## config.mk

```make
export PLATFORM = sky130hd
export DESIGN_NAME = phmc_mul
export DESIGN_NICKNAME = d
export VERILOG_FILES = /design/src/phmc_pkg.sv /design/src/phmc_mul.sv
export SDC_FILE = /design/constraint.sdc
export NUM_CORES = 2
export LEC_CHECK = 0
export BUFFER_PORTS_ARGS = -buffer_cell sky130_fd_sc_hd__buf_2
export CAP_MARGIN = 20
export CORE_MARGIN = 10
export CORE_UTILIZATION = 25
export CTS_CLUSTER_SIZE = 10
export DETAILED_ROUTE_END_ITERATION = 6
export GPL_TIMING_DRIVEN = 0
export HOLD_SLACK_MARGIN = 0.03
export PLACE_DENSITY_LB_ADDON = 0.08
export SLEW_MARGIN = 30
export SYNTH_ARGS = -nofsm -noshare
export SYNTH_HDL_FRONTEND = slang
export SYNTH_SLANG_ARGS = --single-unit
```

## constraint.sdc

```tcl
create_clock -name clk -period 12.3 [get_ports clk]
set_input_delay 2.46 -clock clk [delete_from_list [all_inputs] [get_ports clk]]
set_output_delay 2.46 -clock clk [all_outputs]
set_load 0.02 [all_outputs]
```

## src/phmc_pkg.sv

```systemverilog
// Shared types and constants for the perfect-hash multiplier checker.
package phmc_pkg;

  localparam int WORD_W            = 64;
  localparam int CNT_W             = 7;   // holds a popcount of 0..64
  localparam int EPOCH_W           = 8;   // tag width of the seen-key map
  localparam int MAX_MASK_BITS_DEF = 12;

  typedef struct packed {
    logic [WORD_W-1:0] random_a;
    logic [WORD_W-1:0] random_b;
    logic [WORD_W-1:0] random_c;
  } in_item_t;

  typedef struct packed {
    logic [WORD_W-1:0] candidate_multiplier;
    logic              accepted;
    logic              mask_too_wide;
  } out_item_t;

  // Request into the shared multiplier.
  typedef struct packed {
    logic              start;
    logic [WORD_W-1:0] a;
    logic [WORD_W-1:0] b;
  } mul_req_t;

  // Response from the shared multiplier.
  typedef struct packed {
    logic              done;
    logic [WORD_W-1:0] product;
  } mul_rsp_t;

endpackage

```

## src/phmc_mul.sv

```systemverilog
// Iterative 64x64 multiplier (low 64 bits) built on one shared 32x32 multiplier.
module phmc_mul
  import phmc_pkg::*;
(
  input  logic     clk,
  input  logic     rst_n,
  input  mul_req_t req,
  output mul_rsp_t rsp
);

  localparam int HALF_W = WORD_W / 2;

  // partial product order: low*low, low(a)*high(b), high(a)*low(b)
  localparam logic [1:0] STEP_LL = 2'd0;
  localparam logic [1:0] STEP_LH = 2'd1;
  localparam logic [1:0] STEP_HL = 2'd2;

  logic [WORD_W-1:0] a_r, b_r;
  logic [1:0]        step_r;
  logic              run_r;
  logic [WORD_W-1:0] pp_r;
  logic [1:0]        pp_sel_r;
  logic              pp_vld_r;
  logic [WORD_W-1:0] acc_r;
  logic              done_r;

  logic [HALF_W-1:0] op_a, op_b;
  logic [WORD_W-1:0] prod;
  logic [WORD_W-1:0] addend;

  // operand select for the shared multiplier
  always_comb begin
    case (step_r)
      STEP_LL: begin
        op_a = a_r[HALF_W-1:0];
        op_b = b_r[HALF_W-1:0];
      end
      STEP_LH: begin
        op_a = a_r[HALF_W-1:0];
        op_b = b_r[WORD_W-1:HALF_W];
      end
      STEP_HL: begin
        op_a = a_r[WORD_W-1:HALF_W];
        op_b = b_r[HALF_W-1:0];
      end
      default: begin
        op_a = a_r[HALF_W-1:0];
        op_b = b_r[HALF_W-1:0];
      end
    endcase
  end

  assign prod = op_a * op_b;

  // cross terms only contribute their low half, shifted up
  assign addend = (pp_sel_r == STEP_LL) ? pp_r : {pp_r[HALF_W-1:0], {HALF_W{1'b0}}};

  // control
  always_ff @(posedge clk) begin
    if (!rst_n) begin
      run_r    <= 1'b0;
      pp_vld_r <= 1'b0;
      done_r   <= 1'b0;
      step_r   <= STEP_LL;
    end else begin
      pp_vld_r <= run_r;
      done_r   <= pp_vld_r && (pp_sel_r == STEP_HL);
      if (req.start) begin
        run_r  <= 1'b1;
        step_r <= STEP_LL;
      end else if (run_r) begin
        step_r <= step_r + 2'd1;
        if (step_r == STEP_HL) begin
          run_r <= 1'b0;
        end
      end
    end
  end

  // datapath
  always_ff @(posedge clk) begin
    pp_r     <= prod;
    pp_sel_r <= step_r;
    if (req.start) begin
      a_r   <= req.a;
      b_r   <= req.b;
      acc_r <= '0;
    end else if (pp_vld_r) begin
      acc_r <= acc_r + addend;
    end
  end

  assign rsp.done    = done_r;
  assign rsp.product = acc_r;

`ifndef SYNTHESIS
  // a result is reported exactly once per multiply
  a_done_single: assert property (@(posedge clk) disable iff (!rst_n)
    done_r |=> !done_r)
    else $error("multiplier done held for more than one cycle");

  // no new request while a multiply is still running
  a_no_overlap: assert property (@(posedge clk) disable iff (!rst_n)
    run_r |-> !req.start)
    else $error("multiplier restarted while busy");

  // done follows each request once all three partial products are summed
  a_done_latency: assert property (@(posedge clk) disable iff (!rst_n)
    req.start |=> ##4 done_r)
    else $error("multiplier done not on schedule");
`endif

endmodule

```

==> summary.md <==
| Metric | Value |
|---|---|
| Status | finished, final reports clean |
| Clk_skew | 0.0757 ns |
| Most frequent cell after synthesis | inv_1 |
| Longest Clk Path Bufs | 3 |
| Relative slew slack | 27.7% |
| Die Area | 0.197 mm^2 |
| Reg2reg path depth | 29 |
| Tmin final | 11.91 ns |
| WL/cell | 28.6 um |
| Cells after Synth | 4896 |
| Post-cts sizing count | 3 |
| Fin util | 28.7% |
| Num ports | 196 |
| Rows | 155 |
| Final hold slack | 0.399 ns |
| Worst-Margin Slew | 1.08 ns |
| Hold crit path type | reg -> reg |
| Cell variety after synth | 74 |
| Core area | 0.179 mm^2 |
| Area growth syn-to-layout | 14.0% |
| Largest net degree at the start of global routing | 72 |
| Crit path buf inv count | 8 |
| CTS tree | built |
| Initial antenna violation count | 3 |
| Fin. Hold Viols | 0 |
| DR pass1 iterations | 5 |
| Primary FF master, synth | dfxtp_1 |
| Post-synth EDFFs | 128 |
| First-pass GRT wire length | 301000 um |
| Slew Viols, Final | 0 |
| Starting density of the core | 25.2% |
| Clk Tree Root Cell | clkbuf_16 |
| Final Cycle Share | 96.9% |
| Clock Sinks | 263 |
| Total GRT Usage | 21.5% |
| Synth top cells by count | inv_1 (907), fa_1 (897), nor2_1 (749), nand2_1 (540), ha_1 (328) |
| Fmax | 0.0839 GHz |
| First DRT Iteration DRCs | 2665 |
| Unrepaired setup endpoints after global routing | false |
| Worst path max stage delay | 0.83 ns |
| Startpoint types | flop |
| Synth area leader | fa_1 |
| HP Start | step_r[1] |
| Area occupied by multi-input gates | 0.0346 mm^2 |
| Die width | 444 um |
| Worst hold stages | 0 |
| Post-synthesis cell area | 0.0450 mm^2 |
| Top post-synthesis cells by area | fa_1 (40%), ha_1 (9.1%), edfxtp_1 (8.5%) |
| Worst path slowest cell | mux2i_2 |
| Global route overflow | 0 |
| Vias in the first global route | 38300 |
| Register area share after synthesis | 14.5% |
| I/O Buffers | 195 |
| Critical R2R Launch | step_r[0] |
| Ys Warns | 0 |
| Clk slew on worst S/H paths | 0.06 ns |
| Mean Syn Cell Area | 9.20 um^2 |
| CP top delay family | adder cells |
| Max-cap violations | 0 |
| Crit-path max FO | 10 |
| Syn_nets | 6252 |
| Min-Delay Endpoint | pp_sel_r[1] |
| # diodes | 0 |
| Cell seen most often among critical-path stages | fa_1 |
| Antenna Nets Post-Route | 0 |
| Die height | 444 um |
| HPWL Detailed | 180000 um |
| Setup bufs post-CTS | 0 |
| FF-to-FF setup slack | 0.39 ns |
| Post-CTS Hold Fix Bufs | 0 |
| Register Area | 0.00655 mm^2 |
| Post-synth top area share | 39.9% |
| Reg-to-reg endpoint | pp_r[63] |
| Critical Path Sink Type | flop |
| Via Count | 35500 |
| Nets | 6524 |
| Asr flop ratio synth | 0% |
| Final setup fails | 0 |
| Share of layout cells above drive strength 1 | 10.3% |
| Fillcell total | 19200 |
| Drt drc | 0 |
| Clock latency on the worst-skew pair | 0.65 ns |
| Critical path class | reg -> reg |
| Placer Congestion | 0.937 |
| DRT Wirelength | 216000 um |
| Yosys reg bits | 263 |
| Crit path DAT | 12.42 ns |
| Setup TNS after final layout | 0 ns |
| TritonCTS Buffers | 38 |
| Crit path required time | 12.81 ns |
| Vias per cell | 4.71 |
| H-tree Lvls | 2 |
## placed cells by master, fill, tap and decap left out, drive strengths merged, types with 31 or more instances in the layout
master | synthesis | layout
mux2 | 96 | 96
inv | 908 | 912
nand3 | 31 | 31
xor2 | 43 | 43
o21ai | 78 | 78
edfxtp | 128 | 128
clkbuf | 204 | 248
nand2 | 540 | 540
ha | 328 | 328
a21o | 71 | 71
mux2i | 102 | 102
o21bai | 34 | 34
dfxtp | 135 | 135
nor2 | 749 | 749
and2 | 41 | 41
fa | 897 | 897
a21oi | 174 | 174
buf | 25 | 256
xnor2 | 72 | 72
## flip-flops by register name, summed over array words and instances (netlist names)
register,cells
step_r,2
acc_r,64
pp_r,64
b_r,64
pp_sel_r,2
done_r,1
run_r,1
a_r,64
pp_vld_r,1
## worst register-to-register path, delay by kind of cell (launching register included)
| kind | cells | cell delay, ns |
|---|---|---|
| muxes | 1 | 0.87 |
| buffers and inverters | 8 | 2.52 |
| DFF | 1 | 0.39 |
| adders and majority gates | 10 | 4.90 |
| and+or+nand+nor | 5 | 1.57 |
| AOI/OAI and AO/OA | 5 | 1.58 |
## kinds of logic (layout without fill, tap and decap cells)
| family | Yosys count | count (layout) | share of synthesized area [%] |
|---|---|---|---|
| XOR/XNOR | 115 | 115 | 2.24 |
| AO/OA/AOI/OAI | 477 | 477 | 6.66 |
| multiplexers | 198 | 198 | 4.67 |
| buffers and inverters | 1137 | 1427 | 9.51 |
| adder cells (fa/ha/maj) | 1225 | 1225 | 49.0 |
| AND/OR/NAND/NOR | 1481 | 1481 | 13.4 |
| flip-flops | 263 | 263 | 14.5 |
## final cells by class
type	count	share of cell area [%]
Sequential cell	263	12.8
Clock inverter	15	0.366
Multi-Input combinational cell	3496	67.4
Timing Repair Buffer	232	3.23
Buffer	229	1.92
Inverter	908	6.64
Tap cell	2355	5.74
Clock buffer	43	1.99
## metrics by stage
stage	setup WS [ns]	instances	instance area, um^2
6_report	0.386	7541	51300
5_1_grt	0.0114	7541	51300
4_1_cts	0.0466	7540	51300
3_5_place_dp	-0.373	7482	50100
3_3_place_gp	-2.18	7446	48900
2_1_floorplan	3.41	4896	45000
## per-layer routing
metal  GRT usage, %  wire length (um)  vias up
li1               -                 -    15700
met1           30.0             99800    18400
met2           33.6             93800     1212
met3           3.99             13600      232
met4           6.75              8330        4
met5              0                31        -
## worst max path at each step
stage / start / end / slack [ns] / cells after the start
floorplan: step_r[0] / pp_r[58] / 3.41 / 29
global placement: step_r[0] / pp_r[63] / -2.18 / 29
detailed placement: step_r[0] / pp_r[63] / -0.37 / 30
CTS: step_r[0] / pp_r[63] / 0.05 / 30
global route: step_r[0] / pp_r[63] / 0.01 / 29
finish: step_r[0] / pp_r[63] / 0.39 / 29
Power is not shown: default switching activity piles up to over one toggle a cycle in this logic, so the estimate is an artifact.
